File: src/rtl/core/md2_pkg.sv
// MD2 package: shared sizes, the S permutation, the controller/datapath command
// struct. No dependencies.
`default_nettype none
package md2_pkg;
    localparam int BlockBytes = 16;
    localparam int Rounds     = 18;
    localparam int WorkBytes  = 48;

    typedef logic [7:0] byte_t;
    typedef logic [3:0] idx_t;
    typedef logic [5:0] widx_t;
    typedef logic [4:0] rnd_t;

    // Commands from the controller to the datapath.
    typedef struct packed {
        logic load_byte;   // write one message byte into the block buffer
        logic pad_fill;    // write pad bytes from fill position onward
        logic sel_cksum;   // process the checksum block instead of the buffer
        logic blk_load;    // load the work array from state and block
        logic rnd_step;    // one work-array byte through the round function
        logic blk_done;    // copy result into the hash state
        logic ck_step;     // one checksum byte update
        logic digest_cap;  // not driven by the controller; the digest is read from the hash state
        logic clear;       // clear hash state and checksum
    } md2_cmd_t;

    typedef struct packed {
        logic [3:0] fill;
    } md2_stat_t;

    function automatic byte_t sbox(input byte_t a);
        byte_t s;
        case (a)
            8'd0: s = 8'd41; 8'd1: s = 8'd46; 8'd2: s = 8'd67; 8'd3: s = 8'd201;
            8'd4: s = 8'd162; 8'd5: s = 8'd216; 8'd6: s = 8'd124; 8'd7: s = 8'd1;
            8'd8: s = 8'd61; 8'd9: s = 8'd54; 8'd10: s = 8'd84; 8'd11: s = 8'd161;
            8'd12: s = 8'd236; 8'd13: s = 8'd240; 8'd14: s = 8'd6; 8'd15: s = 8'd19;
            8'd16: s = 8'd98; 8'd17: s = 8'd167; 8'd18: s = 8'd5; 8'd19: s = 8'd243;
            8'd20: s = 8'd192; 8'd21: s = 8'd199; 8'd22: s = 8'd115; 8'd23: s = 8'd140;
            8'd24: s = 8'd152; 8'd25: s = 8'd147; 8'd26: s = 8'd43; 8'd27: s = 8'd217;
            8'd28: s = 8'd188; 8'd29: s = 8'd76; 8'd30: s = 8'd130; 8'd31: s = 8'd202;
            8'd32: s = 8'd30; 8'd33: s = 8'd155; 8'd34: s = 8'd87; 8'd35: s = 8'd60;
            8'd36: s = 8'd253; 8'd37: s = 8'd212; 8'd38: s = 8'd224; 8'd39: s = 8'd22;
            8'd40: s = 8'd103; 8'd41: s = 8'd66; 8'd42: s = 8'd111; 8'd43: s = 8'd24;
            8'd44: s = 8'd138; 8'd45: s = 8'd23; 8'd46: s = 8'd229; 8'd47: s = 8'd18;
            8'd48: s = 8'd190; 8'd49: s = 8'd78; 8'd50: s = 8'd196; 8'd51: s = 8'd214;
            8'd52: s = 8'd218; 8'd53: s = 8'd158; 8'd54: s = 8'd222; 8'd55: s = 8'd73;
            8'd56: s = 8'd160; 8'd57: s = 8'd251; 8'd58: s = 8'd245; 8'd59: s = 8'd142;
            8'd60: s = 8'd187; 8'd61: s = 8'd47; 8'd62: s = 8'd238; 8'd63: s = 8'd122;
            8'd64: s = 8'd169; 8'd65: s = 8'd104; 8'd66: s = 8'd121; 8'd67: s = 8'd145;
            8'd68: s = 8'd21; 8'd69: s = 8'd178; 8'd70: s = 8'd7; 8'd71: s = 8'd63;
            8'd72: s = 8'd148; 8'd73: s = 8'd194; 8'd74: s = 8'd16; 8'd75: s = 8'd137;
            8'd76: s = 8'd11; 8'd77: s = 8'd34; 8'd78: s = 8'd95; 8'd79: s = 8'd33;
            8'd80: s = 8'd128; 8'd81: s = 8'd127; 8'd82: s = 8'd93; 8'd83: s = 8'd154;
            8'd84: s = 8'd90; 8'd85: s = 8'd144; 8'd86: s = 8'd50; 8'd87: s = 8'd39;
            8'd88: s = 8'd53; 8'd89: s = 8'd62; 8'd90: s = 8'd204; 8'd91: s = 8'd231;
            8'd92: s = 8'd191; 8'd93: s = 8'd247; 8'd94: s = 8'd151; 8'd95: s = 8'd3;
            8'd96: s = 8'd255; 8'd97: s = 8'd25; 8'd98: s = 8'd48; 8'd99: s = 8'd179;
            8'd100: s = 8'd72; 8'd101: s = 8'd165; 8'd102: s = 8'd181; 8'd103: s = 8'd209;
            8'd104: s = 8'd215; 8'd105: s = 8'd94; 8'd106: s = 8'd146; 8'd107: s = 8'd42;
            8'd108: s = 8'd172; 8'd109: s = 8'd86; 8'd110: s = 8'd170; 8'd111: s = 8'd198;
            8'd112: s = 8'd79; 8'd113: s = 8'd184; 8'd114: s = 8'd56; 8'd115: s = 8'd210;
            8'd116: s = 8'd150; 8'd117: s = 8'd164; 8'd118: s = 8'd125; 8'd119: s = 8'd182;
            8'd120: s = 8'd118; 8'd121: s = 8'd252; 8'd122: s = 8'd107; 8'd123: s = 8'd226;
            8'd124: s = 8'd156; 8'd125: s = 8'd116; 8'd126: s = 8'd4; 8'd127: s = 8'd241;
            8'd128: s = 8'd69; 8'd129: s = 8'd157; 8'd130: s = 8'd112; 8'd131: s = 8'd89;
            8'd132: s = 8'd100; 8'd133: s = 8'd113; 8'd134: s = 8'd135; 8'd135: s = 8'd32;
            8'd136: s = 8'd134; 8'd137: s = 8'd91; 8'd138: s = 8'd207; 8'd139: s = 8'd101;
            8'd140: s = 8'd230; 8'd141: s = 8'd45; 8'd142: s = 8'd168; 8'd143: s = 8'd2;
            8'd144: s = 8'd27; 8'd145: s = 8'd96; 8'd146: s = 8'd37; 8'd147: s = 8'd173;
            8'd148: s = 8'd174; 8'd149: s = 8'd176; 8'd150: s = 8'd185; 8'd151: s = 8'd246;
            8'd152: s = 8'd28; 8'd153: s = 8'd70; 8'd154: s = 8'd97; 8'd155: s = 8'd105;
            8'd156: s = 8'd52; 8'd157: s = 8'd64; 8'd158: s = 8'd126; 8'd159: s = 8'd15;
            8'd160: s = 8'd85; 8'd161: s = 8'd71; 8'd162: s = 8'd163; 8'd163: s = 8'd35;
            8'd164: s = 8'd221; 8'd165: s = 8'd81; 8'd166: s = 8'd175; 8'd167: s = 8'd58;
            8'd168: s = 8'd195; 8'd169: s = 8'd92; 8'd170: s = 8'd249; 8'd171: s = 8'd206;
            8'd172: s = 8'd186; 8'd173: s = 8'd197; 8'd174: s = 8'd234; 8'd175: s = 8'd38;
            8'd176: s = 8'd44; 8'd177: s = 8'd83; 8'd178: s = 8'd13; 8'd179: s = 8'd110;
            8'd180: s = 8'd133; 8'd181: s = 8'd40; 8'd182: s = 8'd132; 8'd183: s = 8'd9;
            8'd184: s = 8'd211; 8'd185: s = 8'd223; 8'd186: s = 8'd205; 8'd187: s = 8'd244;
            8'd188: s = 8'd65; 8'd189: s = 8'd129; 8'd190: s = 8'd77; 8'd191: s = 8'd82;
            8'd192: s = 8'd106; 8'd193: s = 8'd220; 8'd194: s = 8'd55; 8'd195: s = 8'd200;
            8'd196: s = 8'd108; 8'd197: s = 8'd193; 8'd198: s = 8'd171; 8'd199: s = 8'd250;
            8'd200: s = 8'd36; 8'd201: s = 8'd225; 8'd202: s = 8'd123; 8'd203: s = 8'd8;
            8'd204: s = 8'd12; 8'd205: s = 8'd189; 8'd206: s = 8'd177; 8'd207: s = 8'd74;
            8'd208: s = 8'd120; 8'd209: s = 8'd136; 8'd210: s = 8'd149; 8'd211: s = 8'd139;
            8'd212: s = 8'd227; 8'd213: s = 8'd99; 8'd214: s = 8'd232; 8'd215: s = 8'd109;
            8'd216: s = 8'd233; 8'd217: s = 8'd203; 8'd218: s = 8'd213; 8'd219: s = 8'd254;
            8'd220: s = 8'd59; 8'd221: s = 8'd0; 8'd222: s = 8'd29; 8'd223: s = 8'd57;
            8'd224: s = 8'd242; 8'd225: s = 8'd239; 8'd226: s = 8'd183; 8'd227: s = 8'd14;
            8'd228: s = 8'd102; 8'd229: s = 8'd88; 8'd230: s = 8'd208; 8'd231: s = 8'd228;
            8'd232: s = 8'd166; 8'd233: s = 8'd119; 8'd234: s = 8'd114; 8'd235: s = 8'd248;
            8'd236: s = 8'd235; 8'd237: s = 8'd117; 8'd238: s = 8'd75; 8'd239: s = 8'd10;
            8'd240: s = 8'd49; 8'd241: s = 8'd68; 8'd242: s = 8'd80; 8'd243: s = 8'd180;
            8'd244: s = 8'd143; 8'd245: s = 8'd237; 8'd246: s = 8'd31; 8'd247: s = 8'd26;
            8'd248: s = 8'd219; 8'd249: s = 8'd153; 8'd250: s = 8'd141; 8'd251: s = 8'd51;
            8'd252: s = 8'd159; 8'd253: s = 8'd17; 8'd254: s = 8'd131; 8'd255: s = 8'd20;
            default: s = 8'd0;
        endcase
        return s;
    endfunction
endpackage
`default_nettype wire

File: src/rtl/core/md2_if.sv
// Valid/ready channel interfaces for the MD2 core.
// Depends on nothing.
`default_nettype none
interface md2_in_if;
    logic       valid;
    logic       ready;
    logic [7:0] msg_byte;
    logic       byte_present;
    logic       end_of_message;
    modport source (output valid, msg_byte, byte_present, end_of_message, input ready);
    modport sink   (input valid, msg_byte, byte_present, end_of_message, output ready);
endinterface

interface md2_out_if;
    logic        valid;
    logic        ready;
    logic [63:0] digest_high;
    logic [63:0] digest_low;
    modport source (output valid, digest_high, digest_low, input ready);
    modport sink   (input valid, digest_high, digest_low, output ready);
endinterface
`default_nettype wire

File: src/rtl/core/md2_datapath.sv
// MD2 datapath: block buffer, hash state, checksum, 48-byte work register and
// the byte-serial round unit. Depends on md2_pkg.
`default_nettype none
module md2_datapath (
    input  wire logic             clk,
    input  wire logic             rst_n,
    input  wire md2_pkg::md2_cmd_t cmd,
    input  wire md2_pkg::idx_t    idx,      // byte index for buffer/checksum ops
    input  wire md2_pkg::widx_t   widx,     // work-array position
    input  wire md2_pkg::rnd_t    rnd,      // current round
    input  wire logic [7:0]       in_byte,
    input  wire logic [3:0]       fill,
    output logic [127:0]          digest
);
    md2_pkg::byte_t buf_reg  [md2_pkg::BlockBytes];
    md2_pkg::byte_t hs_reg   [md2_pkg::BlockBytes];
    md2_pkg::byte_t ck_reg   [md2_pkg::BlockBytes];
    md2_pkg::byte_t blk_reg  [md2_pkg::BlockBytes];  // snapshot of the block in flight
    md2_pkg::byte_t work_reg [md2_pkg::WorkBytes];
    md2_pkg::byte_t t_reg;
    md2_pkg::byte_t ct_reg;
    md2_pkg::byte_t wnew;
    md2_pkg::byte_t cnew;
    md2_pkg::byte_t padv;

    assign padv = 8'(5'd16 - {1'b0, fill});
    assign wnew = work_reg[0] ^ md2_pkg::sbox(t_reg);
    assign cnew = ck_reg[idx] ^ md2_pkg::sbox(blk_reg[idx] ^ ct_reg);

    always_ff @(posedge clk)
    begin
        if (cmd.load_byte)
        begin
            buf_reg[idx] <= in_byte;
        end
        if (cmd.pad_fill)
        begin
            for (int i = 0; i < md2_pkg::BlockBytes; i++)
            begin
                if (4'(i) >= fill)
                begin
                    buf_reg[i] <= padv;
                end
            end
        end
        if (cmd.blk_load)
        begin
            for (int i = 0; i < md2_pkg::BlockBytes; i++)
            begin
                blk_reg[i]       <= cmd.sel_cksum ? ck_reg[i] : buf_reg[i];
                work_reg[i]      <= hs_reg[i];
                work_reg[i + 16] <= cmd.sel_cksum ? ck_reg[i] : buf_reg[i];
                work_reg[i + 32] <= hs_reg[i] ^ (cmd.sel_cksum ? ck_reg[i] : buf_reg[i]);
            end
            t_reg  <= '0;
            ct_reg <= ck_reg[md2_pkg::BlockBytes - 1];
        end
        if (cmd.rnd_step)
        begin
            // rotate: the head byte goes through the round and re-enters at the tail
            for (int i = 0; i < md2_pkg::WorkBytes - 1; i++)
            begin
                work_reg[i] <= work_reg[i + 1];
            end
            work_reg[md2_pkg::WorkBytes - 1] <= wnew;
            // close a round: add the round number into the chain byte
            t_reg <= (widx == 6'(md2_pkg::WorkBytes - 1)) ? wnew + 8'(rnd) : wnew;
        end
        if (cmd.ck_step)
        begin
            ct_reg <= cnew;
        end
    end

    always_ff @(posedge clk or negedge rst_n)
    begin
        if (!rst_n)
        begin
            for (int i = 0; i < md2_pkg::BlockBytes; i++)
            begin
                hs_reg[i] <= '0;
                ck_reg[i] <= '0;
            end
        end
        else if (cmd.clear)
        begin
            for (int i = 0; i < md2_pkg::BlockBytes; i++)
            begin
                hs_reg[i] <= '0;
                ck_reg[i] <= '0;
            end
        end
        else
        begin
            if (cmd.blk_done)
            begin
                for (int i = 0; i < md2_pkg::BlockBytes; i++)
                begin
                    hs_reg[i] <= work_reg[i];
                end
            end
            if (cmd.ck_step)
            begin
                ck_reg[idx] <= cnew;
            end
        end
    end

    always_comb
    begin
        for (int i = 0; i < md2_pkg::BlockBytes; i++)
        begin
            digest[127 - 8*i -: 8] = hs_reg[i];
        end
    end
endmodule
`default_nettype wire

File: src/rtl/core/md2_ctrl.sv
// MD2 controller: accepts beats, sequences block processing and the final
// padding/checksum blocks, drives the output handshake. Depends on md2_pkg.
`default_nettype none
module md2_ctrl (
    input  wire logic              clk,
    input  wire logic              rst_n,
    input  wire logic              in_valid,
    output logic                   in_ready,
    input  wire logic              byte_present,
    input  wire logic              end_of_message,
    output logic                   out_valid,
    input  wire logic              out_ready,
    output md2_pkg::md2_cmd_t      cmd,
    output md2_pkg::idx_t          idx,
    output md2_pkg::widx_t         widx,
    output md2_pkg::rnd_t          rnd,
    output md2_pkg::md2_stat_t     stat
);
    typedef enum logic [5:0] {
        S_IDLE  = 6'b000001,
        S_LOAD  = 6'b000010,
        S_RND   = 6'b000100,
        S_CK    = 6'b001000,
        S_DONE  = 6'b010000,
        S_OUT   = 6'b100000
    } state_t;

    // phase of the message: normal data block, padded block, checksum block
    typedef enum logic [1:0] {
        PH_DATA = 2'd0,
        PH_PAD  = 2'd1,
        PH_CK   = 2'd2
    } phase_t;

    state_t state_reg, state_next;
    phase_t phase_reg, phase_next;
    logic [3:0] fill_reg, fill_next;
    md2_pkg::widx_t widx_reg, widx_next;
    md2_pkg::rnd_t  rnd_reg, rnd_next;
    md2_pkg::idx_t  ci_reg, ci_next;
    logic end_reg, end_next;
    // final_reg marks that the block in flight is the padded block
    logic final_reg, final_next;
    logic accept;

    assign in_ready  = (state_reg == S_IDLE);
    assign out_valid = (state_reg == S_OUT);
    assign accept    = in_valid && in_ready;
    assign stat.fill = fill_reg;
    assign widx = widx_reg;
    assign rnd  = rnd_reg;
    assign idx  = (state_reg == S_CK) ? ci_reg : fill_reg;

    always_comb
    begin
        state_next = state_reg;
        phase_next = phase_reg;
        fill_next  = fill_reg;
        widx_next  = widx_reg;
        rnd_next   = rnd_reg;
        ci_next    = ci_reg;
        end_next   = end_reg;
        cmd        = '0;
        case (state_reg)
            S_IDLE:
            begin
                if (accept)
                begin
                    end_next = end_of_message;
                    if (byte_present)
                    begin
                        cmd.load_byte = 1'b1;
                        fill_next = fill_reg + 4'd1;
                    end
                    if (byte_present && fill_reg == 4'd15)
                    begin
                        phase_next = PH_DATA;
                        state_next = S_LOAD;
                    end
                    else if (end_of_message)
                    begin
                        phase_next = PH_PAD;
                        state_next = S_LOAD;
                    end
                end
            end
            S_LOAD:
            begin
                if (phase_reg == PH_PAD)
                begin
                    // pad in place first, then load next cycle
                    cmd.pad_fill = 1'b1;
                    phase_next = PH_DATA;
                    end_next   = 1'b0;
                    // reuse: mark padded block as final data block
                end
                else
                begin
                    cmd.blk_load  = 1'b1;
                    cmd.sel_cksum = (phase_reg == PH_CK);
                    fill_next = '0;
                    widx_next = '0;
                    rnd_next  = '0;
                    ci_next   = '0;
                    state_next = S_RND;
                end
            end
            S_RND:
            begin
                cmd.rnd_step = 1'b1;
                widx_next = widx_reg + 6'd1;
                if (widx_reg == 6'(md2_pkg::WorkBytes - 1))
                begin
                    widx_next = '0;
                    rnd_next  = rnd_reg + 5'd1;
                    if (rnd_reg == 5'(md2_pkg::Rounds - 1))
                    begin
                        state_next = S_CK;
                    end
                end
            end
            S_CK:
            begin
                // the checksum block itself leaves the checksum alone
                cmd.ck_step = (phase_reg != PH_CK);
                ci_next = ci_reg + 4'd1;
                if (ci_reg == 4'd15 || phase_reg == PH_CK)
                begin
                    state_next = S_DONE;
                end
            end
            S_DONE:
            begin
                cmd.blk_done = 1'b1;
                if (phase_reg == PH_CK)
                begin
                    state_next = S_OUT;
                end
                else if (final_reg)
                begin
                    phase_next = PH_CK;
                    state_next = S_LOAD;
                end
                else if (end_reg)
                begin
                    phase_next = PH_PAD;
                    state_next = S_LOAD;
                end
                else
                begin
                    state_next = S_IDLE;
                end
            end
            S_OUT:
            begin
                if (out_ready)
                begin
                    cmd.clear  = 1'b1;
                    phase_next = PH_DATA;
                    fill_next  = '0;
                    state_next = S_IDLE;
                end
            end
            default:
            begin
                state_next = S_IDLE;
            end
        endcase
    end

    always_comb
    begin
        final_next = final_reg;
        if (state_reg == S_LOAD && phase_reg == PH_PAD)
        begin
            final_next = 1'b1;
        end
        else if (state_reg == S_DONE && final_reg)
        begin
            final_next = 1'b0;
        end
    end

    always_ff @(posedge clk or negedge rst_n)
    begin
        if (!rst_n)
        begin
            state_reg <= S_IDLE;
            phase_reg <= PH_DATA;
            fill_reg  <= '0;
            widx_reg  <= '0;
            rnd_reg   <= '0;
            ci_reg    <= '0;
            end_reg   <= 1'b0;
            final_reg <= 1'b0;
        end
        else
        begin
            state_reg <= state_next;
            phase_reg <= phase_next;
            fill_reg  <= fill_next;
            widx_reg  <= widx_next;
            rnd_reg   <= rnd_next;
            ci_reg    <= ci_next;
            end_reg   <= end_next;
            final_reg <= final_next;
        end
    end

    assert property (@(posedge clk) disable iff (!rst_n)
        out_valid |-> !in_ready)
        else $error("input open while digest pending");
    assert property (@(posedge clk) disable iff (!rst_n)
        (state_reg == S_OUT && !out_ready) |=> state_reg == S_OUT)
        else $error("digest dropped under stall");
    assert property (@(posedge clk) disable iff (!rst_n)
        (state_reg == S_RND) |-> rnd_reg < 5'(md2_pkg::Rounds))
        else $error("round counter overran");
    assert property (@(posedge clk) disable iff (!rst_n)
        $fell(out_valid) |-> fill_reg == 4'd0)
        else $error("fill not cleared after digest");
endmodule
`default_nettype wire

File: src/rtl/core/md2_message_digest_core.sv
// MD2 digest core top level: controller plus datapath, valid/ready channels.
// Depends on md2_pkg, md2_if, md2_ctrl, md2_datapath.
//
// A beat carrying a byte that does not complete a block leaves the core idle
// and ready for the next beat. A completed block occupies the core for a load
// step, the round unit (18 rounds of 48 work-array bytes, one byte per cycle),
// a checksum pass over the 16 block bytes and a write-back step. End of message
// adds a pad step, the padded block and then the checksum block, whose checksum
// stage leaves the checksum alone, before the digest is offered, plus the data
// block if the last byte filled one. The digest is held until taken; input is
// not accepted meanwhile.
`default_nettype none
module md2_message_digest_core (
    input  wire logic  clk,
    input  wire logic  rst_n,
    md2_in_if.sink     in_ch,
    md2_out_if.source  out_ch
);
    md2_pkg::md2_cmd_t  cmd;
    md2_pkg::md2_stat_t stat;
    md2_pkg::idx_t      idx;
    md2_pkg::widx_t     widx;
    md2_pkg::rnd_t      rnd;
    logic [127:0]       digest;

    md2_ctrl u_ctrl (
        .clk            (clk),
        .rst_n          (rst_n),
        .in_valid       (in_ch.valid),
        .in_ready       (in_ch.ready),
        .byte_present   (in_ch.byte_present),
        .end_of_message (in_ch.end_of_message),
        .out_valid      (out_ch.valid),
        .out_ready      (out_ch.ready),
        .cmd            (cmd),
        .idx            (idx),
        .widx           (widx),
        .rnd            (rnd),
        .stat           (stat)
    );

    md2_datapath u_dp (
        .clk     (clk),
        .rst_n   (rst_n),
        .cmd     (cmd),
        .idx     (idx),
        .widx    (widx),
        .rnd     (rnd),
        .in_byte (in_ch.msg_byte),
        .fill    (stat.fill),
        .digest  (digest)
    );

    assign out_ch.digest_high = digest[127:64];
    assign out_ch.digest_low  = digest[63:0];
endmodule
`default_nettype wire
File: src/flat_wrapper.sv
// flat-port wrapper written by rule: the top's interface ports become plain ports
module md2_message_digest_core_flat 
  (clk, rst_n, in_ch_valid, in_ch_msg_byte, in_ch_byte_present, in_ch_end_of_message, in_ch_ready, out_ch_valid, out_ch_digest_high, out_ch_digest_low, out_ch_ready);
  md2_in_if in_ch_i ();
  md2_out_if out_ch_i ();
  input  wire logic clk;
  input  wire logic rst_n;
  input wire logic [$bits(in_ch_i.valid)-1:0] in_ch_valid;
  input wire logic [$bits(in_ch_i.msg_byte)-1:0] in_ch_msg_byte;
  input wire logic [$bits(in_ch_i.byte_present)-1:0] in_ch_byte_present;
  input wire logic [$bits(in_ch_i.end_of_message)-1:0] in_ch_end_of_message;
  output wire logic [$bits(in_ch_i.ready)-1:0] in_ch_ready;
  output wire logic [$bits(out_ch_i.valid)-1:0] out_ch_valid;
  output wire logic [$bits(out_ch_i.digest_high)-1:0] out_ch_digest_high;
  output wire logic [$bits(out_ch_i.digest_low)-1:0] out_ch_digest_low;
  input wire logic [$bits(out_ch_i.ready)-1:0] out_ch_ready;
  assign in_ch_i.valid = in_ch_valid;
  assign in_ch_i.msg_byte = in_ch_msg_byte;
  assign in_ch_i.byte_present = in_ch_byte_present;
  assign in_ch_i.end_of_message = in_ch_end_of_message;
  assign in_ch_ready = in_ch_i.ready;
  assign out_ch_valid = out_ch_i.valid;
  assign out_ch_digest_high = out_ch_i.digest_high;
  assign out_ch_digest_low = out_ch_i.digest_low;
  assign out_ch_i.ready = out_ch_ready;
  md2_message_digest_core u_core (.clk(clk), .rst_n(rst_n), .in_ch(in_ch_i), .out_ch(out_ch_i));
endmodule
File: config.mk
export PLATFORM = sky130hd
export DESIGN_NAME = md2_message_digest_core_flat
export DESIGN_NICKNAME = d
export VERILOG_FILES = /design/src/rtl/core/md2_pkg.sv /design/src/rtl/core/md2_if.sv /design/src/rtl/core/md2_datapath.sv /design/src/rtl/core/md2_ctrl.sv /design/src/rtl/core/md2_message_digest_core.sv /design/src/flat_wrapper.sv
export SDC_FILE = /design/constraint.sdc
export NUM_CORES = 2
export LEC_CHECK = 0
export ABC_AREA = 1
export BUFFER_PORTS_ARGS = -buffer_cell sky130_fd_sc_hd__clkbuf_2
export CELL_PAD_IN_SITES_DETAIL_PLACEMENT = 0
export CELL_PAD_IN_SITES_GLOBAL_PLACEMENT = 1
export CORE_ASPECT_RATIO = 1.1
export CORE_UTILIZATION = 44
export DETAILED_ROUTE_END_ITERATION = 10
export PLACE_DENSITY_LB_ADDON = 0.1
export SLEW_MARGIN = 20
export SYNTH_ARGS = -nofsm -noshare
export SYNTH_HDL_FRONTEND = slang
export SYNTH_MEMORY_MAX_BITS = 65536
export SYNTH_SLANG_ARGS = --single-unit
File: constraint.sdc
create_clock -name clk -period 20.4 [get_ports clk]
set_input_delay 3.06 -clock clk [delete_from_list [all_inputs] [get_ports clk]]
set_output_delay 3.06 -clock clk [all_outputs]
set_load 0.02 [all_outputs]
==> qor.csv <==
metric,value,unit
syn_area,49120,sq um
dp_cells,7216,
final_area,54320,sq um
vdd_drop_max,169.6,uV
crit_required,20.85,ns
finalCritPeriodShare,32.82,%
cap_violations,0,
reg2reg_to,u_core.u_dp.ct_reg[5],
hold_depth,2,
grt_max_degree,159,
hold_viol,0,
cts.clk_slew.worst_paths,0.06,ns
htreeDepth,3,
die-area,113000,sq um
synth_top_area_share,37.17,%
cts_made_buffers,102,
postCtsSetupBuffers,0,
antenna_found_initial,6,
drive_gt1_share,7.882,%
period_minus_slack,6.696,ns
yosys_most_used_dff,edfxtp_1,
seq_area_frac_synth,53.97,%
yosysWarnings,0,
synth_async_sr_flop_share,30.03,%
dp_hpwl,142800,um
initial_core_util,44.39,%
power_density,203.6,nW/um^2
fp.dieW,320.6,um
cts_tree,yes,
crit_path_end,u_core.u_dp.ct_reg[5],
drt_iter0_markers,5648,
core,110700,sq um
critical_path_class,reg2reg,
regToRegStartpoint,u_core.u_ctrl.state_reg[4],
p_leak,24.14,nW
r2r_slack,13.70,ns
ctsResizeCount,0,
grt_pass1_wl,296900,um
ff2ff_path_depth,20,
ios,144,
io_buffers,143,
synthCells,5822,
synth_top_cells_by_area,"edfxtp_1 37%, dfrtp_1 14%, nand2_1 12%, nand3_1 7.2%, o21ai_0 5.5%",
die_h,352.4,um
crit_path_start_kind,flip-flop,
grt_overflow,0,
ant_nets,0,
final_core_util,49.08,%
clk_path_buf_depth,3,
hold_ws,0.4565,ns
synth.avg_cell_area,8.437,sq um
grt_use_total,36.14,%
cp.arrival,7.15,ns
synth-seq-cells,949,
maxSlewViolCount,0,
cp_max_fo,31,
crit_path_start,u_core.u_ctrl.state_reg[4],
largest_reg_flops,384,
tightest_slew,1.140,ns
synth_cell_type_count,64,
gp_congestion,0.9803,
viasPerCell,5.915,
max-slew-margin-rel,23.94,%
finalSetupTns,0,ns
clk_root_buffer_cell,clkbuf_16,
wl,206900,um
cts_sinks,949,
min_path_type,reg2reg,
synth_top_area_cell,edfxtp_1,
setup_viol,0,
worst_setup_path_end_kind,flip-flop,
syn_nets,5877,
vias,43820,
rsz0062_at_grt,no,
clk_latency,0.73,ns
clock_skew,0.06497,ns
grt_pass1_vias,41730,
synth_edf_count,608,
drt-wirelength-per-cell,27.92,um
drc,0,
fin_cells,7408,
status,"complete, no violations",
dpl_cell_area,50860,sq um
ctsHoldBuffers,0,
rows,128,
nets,5880,
syn2layout_area_growth,10.58,%
fmax,149.3,MHz
drt_first_pass_iters,8,
==> through the flow <==
step / setup WS [ns] / power (mW)
CTS: 13.95 / 10.87
global route: 13.52 / 11.51
global placement: 13.96 / 8.981
detailed placement: 13.95 / 8.919
floorplan: 5.248 / 6.748
finish: 13.70 / 11.06
==> layout by cell type, fill, tap and decap left out, types with 6 or more instances in the layout <==
cell type | Yosys | routed
a31oi_1 | 26 | 26
a221oi_1 | 10 | 10
nor2_1 | 317 | 313
bufinv_16 | 0 | 11
clkbuf_16 | 0 | 103
o211ai_1 | 28 | 28
o21ai_0 | 540 | 538
o311ai_0 | 11 | 11
nand2_2 | 37 | 38
clkbuf_8 | 0 | 12
clkbuf_1 | 210 | 31
nand4_1 | 64 | 64
a22o_1 | 7 | 7
nor2_4 | 7 | 11
a22oi_1 | 7 | 7
clkinv_1 | 5 | 15
dfxtp_1 | 56 | 56
nand2_1 | 1517 | 1513
xor2_1 | 36 | 36
a211oi_1 | 6 | 6
a21oi_1 | 218 | 216
edfxtp_1 | 608 | 608
nand3_2 | 7 | 7
dfrtp_1 | 284 | 284
o21ai_1 | 18 | 19
o2111ai_1 | 10 | 10
xnor2_1 | 10 | 10
nand3_1 | 708 | 708
buf_4 | 24 | 75
inv_1 | 671 | 670
nand3b_1 | 10 | 10
o221ai_1 | 13 | 13
clkinv_2 | 0 | 13
nor3_1 | 38 | 36
ha_1 | 40 | 40
clkbuf_2 | 1 | 142
inv_2 | 7 | 8
o22ai_1 | 135 | 135
nand2_4 | 8 | 11
==> cell usage after synthesis, drive strengths merged (2+ instances only) <==
master   instances
a211oi           6
a21oi          218
a221o            2
a221oi          10
a22o             7
a22oi            7
a31oi           26
a32o             2
a41oi            4
and3             4
buf            105
clkbuf         214
clkinv           5
dfrtp          284
dfxtp           56
edfxtp         608
ha              40
inv            678
nand2         1562
nand3          715
nand3b          10
nand4           65
nor2           329
nor3            38
o2111ai         10
o211ai          28
o21ai          563
o21bai           2
o221ai          13
o22ai          135
o311ai          11
o31ai            2
o32ai            3
or2              2
xnor2           11
xor2            36
==> logic make-up (layout without fill, tap and decap cells) <==
family | Yosys count | after routing | share of synthesized area (%)
other | 0 | 1 | 0
buffers and inverters | 1004 | 1094 | 8.411
flip-flops | 949 | 949 | 53.97
AND/OR/NAND/NOR | 2727 | 2727 | 23.73
adder cells (fa/ha/maj) | 41 | 41 | 1.060
XOR/XNOR | 47 | 47 | 0.8533
multiplexers | 2 | 2 | 0.04330
AO/OA/AOI/OAI | 1052 | 1052 | 11.93
==> worst max-delay path: stages (launching register included) <==
cell	delay [ns]
dfrtp_1	0.42
nor2_4	0.22
nand3_2	0.38
nand2_2	0.32
nand2_2	0.12
buf_4	0.28
nor2_2	0.21
buf_4	0.50
nand2_1	0.10
nand3_1	0.11
nand2_1	0.19
nand2_1	0.16
o21ai_1	0.08
nand2_1	0.81
inv_1	0.72
nand3_1	0.39
nand3_1	0.11
nand2_1	0.17
nand3_2	0.68
nand3_1	0.31
nand2_1	0.07
==> per-layer routing <==
metal	track usage, %	wire length [um]	vias to the layer above
met5	0	0	-
met4	18.10	11390	0
met3	6.156	17010	455
met2	56.63	94650	2271
met1	48.32	83810	21480
li1	-	-	19610
==> worst min-delay path by stage <==
stage | startpoint | endpoint | slack, ns
2_1_floorplan | u_core.u_dp.buf_reg[2][6] | u_core.u_dp.buf_reg[2][6] | 0.43
6_report | u_core.u_dp.buf_reg[0][6] | u_core.u_dp.buf_reg[0][6] | 0.46
5_1_grt | u_core.u_dp.buf_reg[0][6] | u_core.u_dp.buf_reg[0][6] | 0.48
3_3_place_gp | u_core.u_dp.buf_reg[0][5] | u_core.u_dp.buf_reg[0][5] | 0.44
4_1_cts | u_core.u_dp.buf_reg[0][6] | u_core.u_dp.buf_reg[0][6] | 0.46
3_5_place_dp | u_core.u_dp.buf_reg[15][7] | u_core.u_dp.buf_reg[15][7] | 0.45
==> power breakdown <==
group          switching [mW]  total [mW]  internal (mW)  leakage, nW
sequential              0.340        3.15           2.81         9.37
combinational            4.62        5.96           1.34         13.1
clock                   0.829        1.95           1.12         1.68
total                    5.79        11.1           5.26         24.1
==> layout make-up <==
class,count,area (sq um)
antenna,1,2.502
clock buffer,146,2859
clock inverter,45,599.3
fill,10780,56350
inverter,683,2579
multi-input combinational,3869,18570
sequential,949,26510
tap,1495,1871
timing repair buffer,220,1329
No activity file was read; power rests on OpenSTA's default activity.
